==> config.mk <==
export PLATFORM = sky130hd
export DESIGN_NAME = lai_massey_feistel_cts_cipher
export DESIGN_NICKNAME = d
export VERILOG_FILES = /design/src/lmfc_pkg.sv /design/src/lmfc_encrypt.sv /design/src/lai_massey_feistel_cts_cipher.sv
export SDC_FILE = /design/constraint.sdc
export NUM_CORES = 1
export LEC_CHECK = 0
export BUFFER_PORTS_ARGS = -buffer_cell sky130_fd_sc_hd__clkbuf_2
export CORE_ASPECT_RATIO = 0.8
export CORE_MARGIN = 4
export CORE_UTILIZATION = 64
export CTS_CLUSTER_SIZE = 16
export DETAILED_ROUTE_END_ITERATION = 7
export GPL_TIMING_DRIVEN = 0
export HOLD_SLACK_MARGIN = 0.03
export PLACE_DENSITY_LB_ADDON = 0.1
export SYNTH_ARGS = -nofsm -noshare
export SYNTH_HDL_FRONTEND = slang
export SYNTH_SLANG_ARGS = --single-unit
==> constraint.sdc <==
create_clock -name aclk -period 8.2 [get_ports aclk]
set_clock_uncertainty 0.05 [all_clocks]
set_input_delay 0.82 -clock aclk [delete_from_list [all_inputs] [get_ports aclk]]
set_output_delay 0.82 -clock aclk [all_outputs]
set_load 0.005 [all_outputs]
==> src/lmfc_pkg.sv <==
// Shared types, constants and round functions for the Lai-Massey/Feistel CTS cipher.
package lmfc_pkg;

    localparam int BYTE_W  = 8;
    localparam int BLK_W   = 32;
    localparam int HALF_W  = 16;
    localparam int NIB_W   = 4;
    localparam int BUF_W   = 2 * BLK_W;
    localparam int CNT_W   = 4;

    typedef logic [BYTE_W-1:0] byte_t;
    typedef logic [BLK_W-1:0]  block_t;
    typedef logic [HALF_W-1:0] half_t;
    typedef logic [NIB_W-1:0]  nibble_t;
    typedef logic [CNT_W-1:0]  ocnt_t;

    // Flags that go with a run of result beats in the output buffer
    typedef struct packed {
        logic msg_end;
        logic too_short;
    } run_flags_t;

    localparam nibble_t SBOX [16] = '{
        4'd3, 4'd13, 4'd4, 4'd7, 4'd15, 4'd2, 4'd8, 4'd14,
        4'd12, 4'd0, 4'd1, 4'd10, 4'd6, 4'd9, 4'd11, 4'd5
    };

    // Key mix, nibble substitution, then bit permutation (5i+9) mod 16, MSB-first
    function automatic half_t round_fn(input half_t x, input half_t k);
        half_t v;
        half_t s;
        half_t p;
        int    dst;
        v = x ^ k;
        for (int i = 0; i < 4; i++) begin
            s[NIB_W*i +: NIB_W] = SBOX[v[NIB_W*i +: NIB_W]];
        end
        for (int i = 0; i < HALF_W; i++) begin
            dst = (5 * i + 9) % HALF_W;
            p[HALF_W-1-dst] = s[HALF_W-1-i];
        end
        return p;
    endfunction

endpackage

==> src/lmfc_encrypt.sv <==
// Four-round block encryption: two Lai-Massey rounds, two Feistel rounds, half swap.
module lmfc_encrypt (
    input  lmfc_pkg::block_t plain,
    input  lmfc_pkg::block_t key,
    output lmfc_pkg::block_t cipher
);
    import lmfc_pkg::*;

    half_t k0, k1;
    half_t l0, r0, t0;
    half_t l1, r1, t1;
    half_t l2, r2;
    half_t l3, r3;
    half_t l4, r4;

    assign k0 = key[BLK_W-1:HALF_W];
    assign k1 = key[HALF_W-1:0];

    // Lai-Massey rounds: both halves take the same masked term
    always_comb begin
        l0 = plain[BLK_W-1:HALF_W];
        r0 = plain[HALF_W-1:0];
        t0 = round_fn(l0 ^ r0, k0);
        l1 = l0 ^ t0;
        r1 = r0 ^ t0;
        t1 = round_fn(l1 ^ r1, k1);
        l2 = l1 ^ t1;
        r2 = r1 ^ t1;
    end

    // Feistel rounds, then swap halves
    always_comb begin
        l3 = r2;
        r3 = round_fn(r2, k0) ^ l2;
        l4 = r3;
        r4 = round_fn(r3, k1) ^ l3;
        cipher = {r4, l4};
    end

endmodule

==> src/lai_massey_feistel_cts_cipher.sv <==
// Top level: byte-serial Lai-Massey/Feistel cipher with ciphertext stealing.
// Plaintext bytes enter one per beat with tlast on the final byte of a message;
// they are gathered big-endian into 32-bit blocks and each block is encrypted
// combinationally. The newest ciphertext block is held back and emitted when
// the next block completes, so a partial final block can steal ciphertext from
// it. The block sustains one byte per cycle in and out while m_tready stays
// high: each beat passes an input register, one encryption pass and a 64-bit
// output buffer that drains one byte per accepted output beat. At the end of a
// message up to eight result bytes are queued and input waits while the buffer
// drains. A message under four bytes yields one beat with too_short set and
// zero data. The key must be written through cfg_wr_en/cfg_wr_data only while
// idle; the block itself does not enforce this.
module lai_massey_feistel_cts_cipher (
    input  logic                 aclk,
    input  logic                 aresetn,
    input  logic                 cfg_wr_en,
    input  logic [31:0]          cfg_wr_data,   // cipher_key
    input  logic                 s_tvalid,
    output logic                 s_tready,
    input  logic [7:0]           s_tdata,       // [7:0] data_byte
    input  logic                 s_tlast,       // msg_last
    output logic                 m_tvalid,
    input  logic                 m_tready,
    output logic [7:0]           m_tdata,       // [7:0] out_byte
    output logic                 m_tlast,       // run_last
    output logic [1:0]           m_tuser        // [0] msg_end, [1] too_short
);
    import lmfc_pkg::*;

    block_t     key_reg;
    logic       in_valid_reg;
    byte_t      in_byte_reg;
    logic       in_last_reg;
    block_t     gather_reg, gather_next;
    logic [1:0] idx_reg, idx_next;
    block_t     held_reg, held_next;
    logic       held_valid_reg, held_valid_next;
    logic [BUF_W-1:0] obuf_reg, obuf_next;
    ocnt_t      ocnt_reg, ocnt_next;
    run_flags_t flags_reg, flags_next;

    block_t     merged;
    block_t     low_mask;
    block_t     enc_in;
    block_t     enc_out;
    logic       complete;
    logic       no_result;
    logic       buf_free;
    logic       consume;
    logic       drain;
    logic       load;
    logic [BUF_W-1:0] load_buf;
    ocnt_t      load_cnt;
    run_flags_t load_flags;

    // Key register
    always_ff @(posedge aclk) begin
        if (!aresetn) begin
            key_reg <= '0;
        end else if (cfg_wr_en) begin
            key_reg <= cfg_wr_data;
        end
    end

    // Output handshake
    assign drain    = m_tvalid && m_tready;
    assign buf_free = (ocnt_reg == '0) || ((ocnt_reg == ocnt_t'(1)) && m_tready);

    // Decide whether the registered byte can be processed this cycle
    assign complete  = (idx_reg == 2'd3);
    assign no_result = !in_last_reg && (!complete || !held_valid_reg);
    assign consume   = in_valid_reg && (no_result || buf_free);
    assign load      = consume && !no_result;
    assign s_tready  = !in_valid_reg || consume;

    // Input register
    always_ff @(posedge aclk) begin
        if (!aresetn) begin
            in_valid_reg <= 1'b0;
        end else if (s_tready) begin
            in_valid_reg <= s_tvalid;
        end
    end

    always_ff @(posedge aclk) begin
        if (s_tready && s_tvalid) begin
            in_byte_reg <= s_tdata;
            in_last_reg <= s_tlast;
        end
    end

    // Place the new byte and pick the stolen low bytes of the held block
    always_comb begin
        case (idx_reg)
            2'd0: begin
                merged   = gather_reg | {in_byte_reg, 24'h0};
                low_mask = 32'h00FF_FFFF;
            end
            2'd1: begin
                merged   = gather_reg | {8'h0, in_byte_reg, 16'h0};
                low_mask = 32'h0000_FFFF;
            end
            2'd2: begin
                merged   = gather_reg | {16'h0, in_byte_reg, 8'h0};
                low_mask = 32'h0000_00FF;
            end
            default: begin
                merged   = gather_reg | {24'h0, in_byte_reg};
                low_mask = 32'h0000_0000;
            end
        endcase
        enc_in = merged | (held_reg & low_mask);
    end

    lmfc_encrypt u_encrypt (
        .plain  (enc_in),
        .key    (key_reg),
        .cipher (enc_out)
    );

    // Build the run of result bytes for this input
    always_comb begin
        load_buf   = {enc_out, held_reg};
        load_cnt   = ocnt_t'(4);
        load_flags = '{msg_end: in_last_reg, too_short: 1'b0};
        if (complete) begin
            if (held_valid_reg) begin
                load_buf = {held_reg, enc_out};
                load_cnt = in_last_reg ? ocnt_t'(8) : ocnt_t'(4);
            end
        end else if (held_valid_reg) begin
            load_cnt = ocnt_t'(5) + ocnt_t'(idx_reg);
        end else begin
            load_buf             = '0;
            load_cnt             = ocnt_t'(1);
            load_flags.too_short = 1'b1;
        end
    end

    // Gather and hold state
    always_comb begin
        gather_next     = gather_reg;
        idx_next        = idx_reg;
        held_next       = held_reg;
        held_valid_next = held_valid_reg;
        if (consume) begin
            if (complete || in_last_reg) begin
                gather_next     = '0;
                idx_next        = 2'd0;
                held_next       = (complete && !in_last_reg) ? enc_out : '0;
                held_valid_next = complete && !in_last_reg;
            end else begin
                gather_next = merged;
                idx_next    = idx_reg + 2'd1;
            end
        end
    end

    always_ff @(posedge aclk) begin
        if (!aresetn) begin
            gather_reg     <= '0;
            idx_reg        <= 2'd0;
            held_reg       <= '0;
            held_valid_reg <= 1'b0;
        end else begin
            gather_reg     <= gather_next;
            idx_reg        <= idx_next;
            held_reg       <= held_next;
            held_valid_reg <= held_valid_next;
        end
    end

    // Output buffer: load a run, else shift out one byte per beat
    always_comb begin
        obuf_next  = obuf_reg;
        ocnt_next  = ocnt_reg;
        flags_next = flags_reg;
        if (load) begin
            obuf_next  = load_buf;
            ocnt_next  = load_cnt;
            flags_next = load_flags;
        end else if (drain) begin
            obuf_next = {obuf_reg[BUF_W-BYTE_W-1:0], {BYTE_W{1'b0}}};
            ocnt_next = ocnt_reg - ocnt_t'(1);
        end
    end

    always_ff @(posedge aclk) begin
        if (!aresetn) begin
            ocnt_reg  <= '0;
            flags_reg <= '0;
        end else begin
            ocnt_reg  <= ocnt_next;
            flags_reg <= flags_next;
        end
    end

    always_ff @(posedge aclk) begin
        obuf_reg <= obuf_next;
    end

    assign m_tvalid   = (ocnt_reg != '0);
    assign m_tdata    = obuf_reg[BUF_W-1 -: BYTE_W];
    assign m_tlast    = (ocnt_reg == ocnt_t'(1));
    assign m_tuser[0] = flags_reg.msg_end && m_tlast;
    assign m_tuser[1] = flags_reg.too_short;

endmodule

==> results.md <==
- Detailed placement ended at an HPWL of 31.40 mm.
- The final layout contains 1737 nets.
- The fraction of layout cells with a size suffix above 1 is 13.93%.
- The capture point of the critical path is obuf_reg[49]$_DFFE_PP_.
- In the finished design, the share of the clock period the worst path needs comes to 94.81%.
- Summing over every cut layer, the via total after detailed routing is 12021.
- The area of the die is 24720 um2.
- The finished cells cover 15640 um2.
- The worst setup slack for register-to-register paths is 0.43 ns.
- The critical path in this run is classified as reg -> reg.
- The maximum achievable frequency is 128.6 MHz.
- Buffers inserted during clock tree synthesis total 17.
- Summed over all layers, the global routing overflow is 0.
- By area the synthesized netlist is led by sky130_fd_sc_hd__edfxtp_1, sky130_fd_sc_hd__dfxtp_1, sky130_fd_sc_hd__ha_1.
- The number of max-slew violations in the final report is 0.
- After floorplanning, the core was divided into 48 placement rows.
- The library cell used most frequently in the layout, excluding fill and tap cells, is sky130_fd_sc_hd__nor2_1.
- After detailed routing, the average wire length per cell comes to 21.71 um.
- The core box area is 21740 um2.
- The number of nets still failing antenna checks after routing is 0.
- The number of endpoints failing setup at the final stage is 0.
- The count of different cell masters after synthesis is 94.
- The number of antenna repair diodes is 0.
- The clock tree synthesis step divided the H-tree into 4 levels.
- A synthesized cell averages 9.418 um2.
- The synthesized design contains 179 register bits.
- The flip-flop count of the largest register, all copies and words added is 64.
- At the worst endpoint, the required time is 8.34 ns.
- The flow ran to the end, and the final reports show no timing, DRC or antenna violations.
- The clock transition at the registers of the reported paths is 0.08 ns.
- The top flip-flop cell by instance count after synthesis is sky130_fd_sc_hd__dfxtp_1.
- The filler cell count is 1693.
- The die is 174.8 um wide.
- The total cell area at the placement stage is 14900 um2.
- The transition time of the tightest slew-check pin is 1.141 ns.
- From bottom edge to top edge, the die measures 141.4 um.
- The total length of routed wires is 41.27 mm.
- The endpoint class of the critical path is a flip-flop.
- Global routing used 32.72% of the available tracks across all layers.
- The hold violation total from the final report is 0.
- The total number of clock tree sinks is 179.
- The tool flagged a number of max-cap violations equal to 0.
- The worst setup path is launched from a flip-flop.
- After detailed routing, the number of remaining DRC violations is 0.
- The post-synthesis instance total is 1512.
- The reg-to-reg endpoint is obuf_reg[49]$_DFFE_PP_.
- The share of the synthesized area in the top cell type is 15.39%.
- The non-filler instance count after layout is 1901.
- The startpoint of the worst register-to-register path is idx_reg[0]$_SDFFE_PN0P_.
- For the worst flop-to-flop path, the logic depth is 27.
- The synthesized net count is 1661.
- The cell accounting for the most synthesized area is sky130_fd_sc_hd__edfxtp_1.
- The maximum fanout along the worst path is 10.
- After layout, the minimum clock period comes to 7.775 ns.
- The tightest min-delay check is of the reg -> reg type.
- The largest net degree at the start of global routing is 66.
- The number of DRC violations after detailed-routing iteration 0 is 1576.
- The number of placed instances, taps included, is 1868.
- The global-route wire length before repair is 62.73 mm.
- In this run the cell area of the synthesized design comes to 14240 um2.
- TritonCTS built the clock tree.
- The maximum buffer depth of the clock tree is 2.
- The via-per-instance ratio is 6.324.
- The worst pin sits at a relative slew slack of 23.91%.
- The first detailed-routing pass took 8 iterations.
- The number of antenna violations at the first check in global routing is 2.
- Compared with the post-synthesis result, the final layout area differs by 9.805%.
- The top cell types in the final layout, fill and taps aside, are sky130_fd_sc_hd__nor2_1, sky130_fd_sc_hd__dfxtp_1, sky130_fd_sc_hd__mux2i_1, sky130_fd_sc_hd__ha_1, sky130_fd_sc_hd__nor2b_1.
- For this design the top-level I/O count stands at 59.
- The count of synthesis-stage warnings from yosys is 0.
- The synthesized design contains 73 enable-type register cells.
- Data on the critical path arrives at its endpoint at 7.91 ns.
- For this run, the register share of the synthesized area comes to 30.30%.
- Setup repair after global routing left no endpoint under its margin.
- The initial cell density of the core is 65.50%.
- Buffers placed on the I/O ports in this run total 56.
- The via count of the first global-routing pass is 11078.
- The later-pin clock latency in the skew report is 0.45 ns.
- Clock tree synthesis selected as its root buffer the cell sky130_fd_sc_hd__clkbuf_16.
- The launching instance or port of the critical path is idx_reg[0]$_SDFFE_PN0P_.
- Routability-driven placement finished with a final weighted congestion of 0.9712.
- Of all flip-flops after synthesis, the portion carrying an async set or reset was 0%.
## worst min-delay path by stage
stage | start | slack [ns] | to | cells past startpoint
6_report | held_reg[26]$_SDFFE_PN0P_ | 0.41 | held_reg[26]$_SDFFE_PN0P_ | 2
2_1_floorplan | held_reg[25]$_SDFFE_PN0P_ | 0.38 | held_reg[25]$_SDFFE_PN0P_ | 2
5_1_grt | held_reg[26]$_SDFFE_PN0P_ | 0.44 | held_reg[26]$_SDFFE_PN0P_ | 2
4_1_cts | held_reg[26]$_SDFFE_PN0P_ | 0.41 | held_reg[26]$_SDFFE_PN0P_ | 2
3_5_place_dp | held_reg[31]$_SDFFE_PN0P_ | 0.40 | held_reg[31]$_SDFFE_PN0P_ | 2
3_3_place_gp | held_reg[31]$_SDFFE_PN0P_ | 0.39 | held_reg[31]$_SDFFE_PN0P_ | 2
## cell usage after synthesis, types with 6 or more instances
cell / count
sky130_fd_sc_hd__a211oi_1: 10
sky130_fd_sc_hd__a21boi_0: 11
sky130_fd_sc_hd__a21o_1: 10
sky130_fd_sc_hd__a21oi_1: 58
sky130_fd_sc_hd__a221oi_1: 32
sky130_fd_sc_hd__a22oi_1: 38
sky130_fd_sc_hd__and2_1: 19
sky130_fd_sc_hd__and3_1: 28
sky130_fd_sc_hd__and3b_1: 6
sky130_fd_sc_hd__buf_1: 6
sky130_fd_sc_hd__buf_2: 8
sky130_fd_sc_hd__buf_4: 11
sky130_fd_sc_hd__buf_6: 6
sky130_fd_sc_hd__clkbuf_1: 59
sky130_fd_sc_hd__dfxtp_1: 106
sky130_fd_sc_hd__edfxtp_1: 73
sky130_fd_sc_hd__ha_1: 103
sky130_fd_sc_hd__inv_1: 74
sky130_fd_sc_hd__mux2_2: 17
sky130_fd_sc_hd__mux2i_1: 104
sky130_fd_sc_hd__nand2_1: 78
sky130_fd_sc_hd__nand2b_1: 10
sky130_fd_sc_hd__nand3_1: 15
sky130_fd_sc_hd__nand3b_1: 7
sky130_fd_sc_hd__nor2_1: 128
sky130_fd_sc_hd__nor2b_1: 92
sky130_fd_sc_hd__nor3_1: 13
sky130_fd_sc_hd__nor4_1: 6
sky130_fd_sc_hd__o211ai_1: 11
sky130_fd_sc_hd__o21a_1: 6
sky130_fd_sc_hd__o21ai_0: 56
sky130_fd_sc_hd__o21ai_1: 9
sky130_fd_sc_hd__o22ai_1: 6
sky130_fd_sc_hd__o31a_1: 10
sky130_fd_sc_hd__o31ai_1: 7
sky130_fd_sc_hd__or2_2: 11
sky130_fd_sc_hd__or3_1: 7
sky130_fd_sc_hd__xnor2_1: 96
sky130_fd_sc_hd__xnor2_2: 9
sky130_fd_sc_hd__xnor3_1: 10
sky130_fd_sc_hd__xor2_1: 47
## routing by layer
metal	wire length, um	vias to the layer above	global-route usage [%]
met4	1306	2	9.917
met5	13	-	0
met2	17550	704	48.98
li1	-	5477	-
met1	17370	5722	47.01
met3	5026	116	8.258
## per-stage QoR
stage	setup WS, ns	TNS [ns]	hold slack, ns	util [%]
floorplan	1.431	0	0.3806	-
detailed placement	-0.02864	-0.02864	0.3998	68.55
CTS	0.04560	0	0.4143	71.20
global route	0.07481	0	0.4410	71.92
finish	0.4254	0	0.4117	71.92
global placement	0.1388	0	0.3942	68.51
## cell families (layout without fill, tap and decap cells)
group,Yosys count,after routing,synth area share [%]
AO/OA/AOI/OAI,319,319,16.22
multiplexers,131,131,9.920
buffers and inverters,165,254,5.026
adder cells (fa/ha/maj),103,103,9.050
AND/OR/NAND/NOR,440,440,15.97
XOR/XNOR,175,175,13.51
flip-flops,179,179,30.30
## cell type report
type | instances | area, um2 | area share (%)
plain buffers | 90 | 435.4 | 2.785
clock inverters | 13 | 116.4 | 0.7442
flip-flops and latches | 179 | 4315 | 27.60
clock buffers | 19 | 452.9 | 2.897
inverters | 75 | 281.5 | 1.800
multi-input cells | 1168 | 9371 | 59.93
repair buffers | 57 | 287.8 | 1.840
well taps | 300 | 375.4 | 2.401
## timing repair
action / in CTS / in global routing
endpoints found under the hold margin: 0 / 0
pin swaps: 0 / 1
setup endpoints to repair: 1 / 44
setup buffers: 0 / 1
resized for setup: 1 / 24
hold buffers: 0 / 0
## worst max-delay path, cell delays in order (launching register included)
cell and delay [ns]:
sky130_fd_sc_hd__dfxtp_2 0.47, sky130_fd_sc_hd__ha_1 0.43, sky130_fd_sc_hd__o21ba_2 0.21, sky130_fd_sc_hd__clkbuf_1 0.39, sky130_fd_sc_hd__clkbuf_1 0.44, sky130_fd_sc_hd__nand2_1 0.11, sky130_fd_sc_hd__nand2_1 0.20, sky130_fd_sc_hd__xnor2_2 0.21
sky130_fd_sc_hd__xor2_1 0.39, sky130_fd_sc_hd__inv_1 0.13, sky130_fd_sc_hd__ha_1 0.36, sky130_fd_sc_hd__mux4_2 0.47, sky130_fd_sc_hd__xnor2_1 0.37, sky130_fd_sc_hd__xnor2_1 0.31, sky130_fd_sc_hd__inv_1 0.20, sky130_fd_sc_hd__ha_1 0.26
sky130_fd_sc_hd__nor2_1 0.13, sky130_fd_sc_hd__mux2i_1 0.08, sky130_fd_sc_hd__mux2i_1 0.25, sky130_fd_sc_hd__xnor2_2 0.23, sky130_fd_sc_hd__xnor2_2 0.36, sky130_fd_sc_hd__inv_1 0.14, sky130_fd_sc_hd__ha_1 0.37, sky130_fd_sc_hd__nor2_1 0.06
sky130_fd_sc_hd__a31o_2 0.26, sky130_fd_sc_hd__xnor2_2 0.16, sky130_fd_sc_hd__a221oi_1 0.35, sky130_fd_sc_hd__nor2_1 0.12
Power is not shown: default switching activity piles up to over one toggle a cycle in this logic, so the estimate is an artifact.
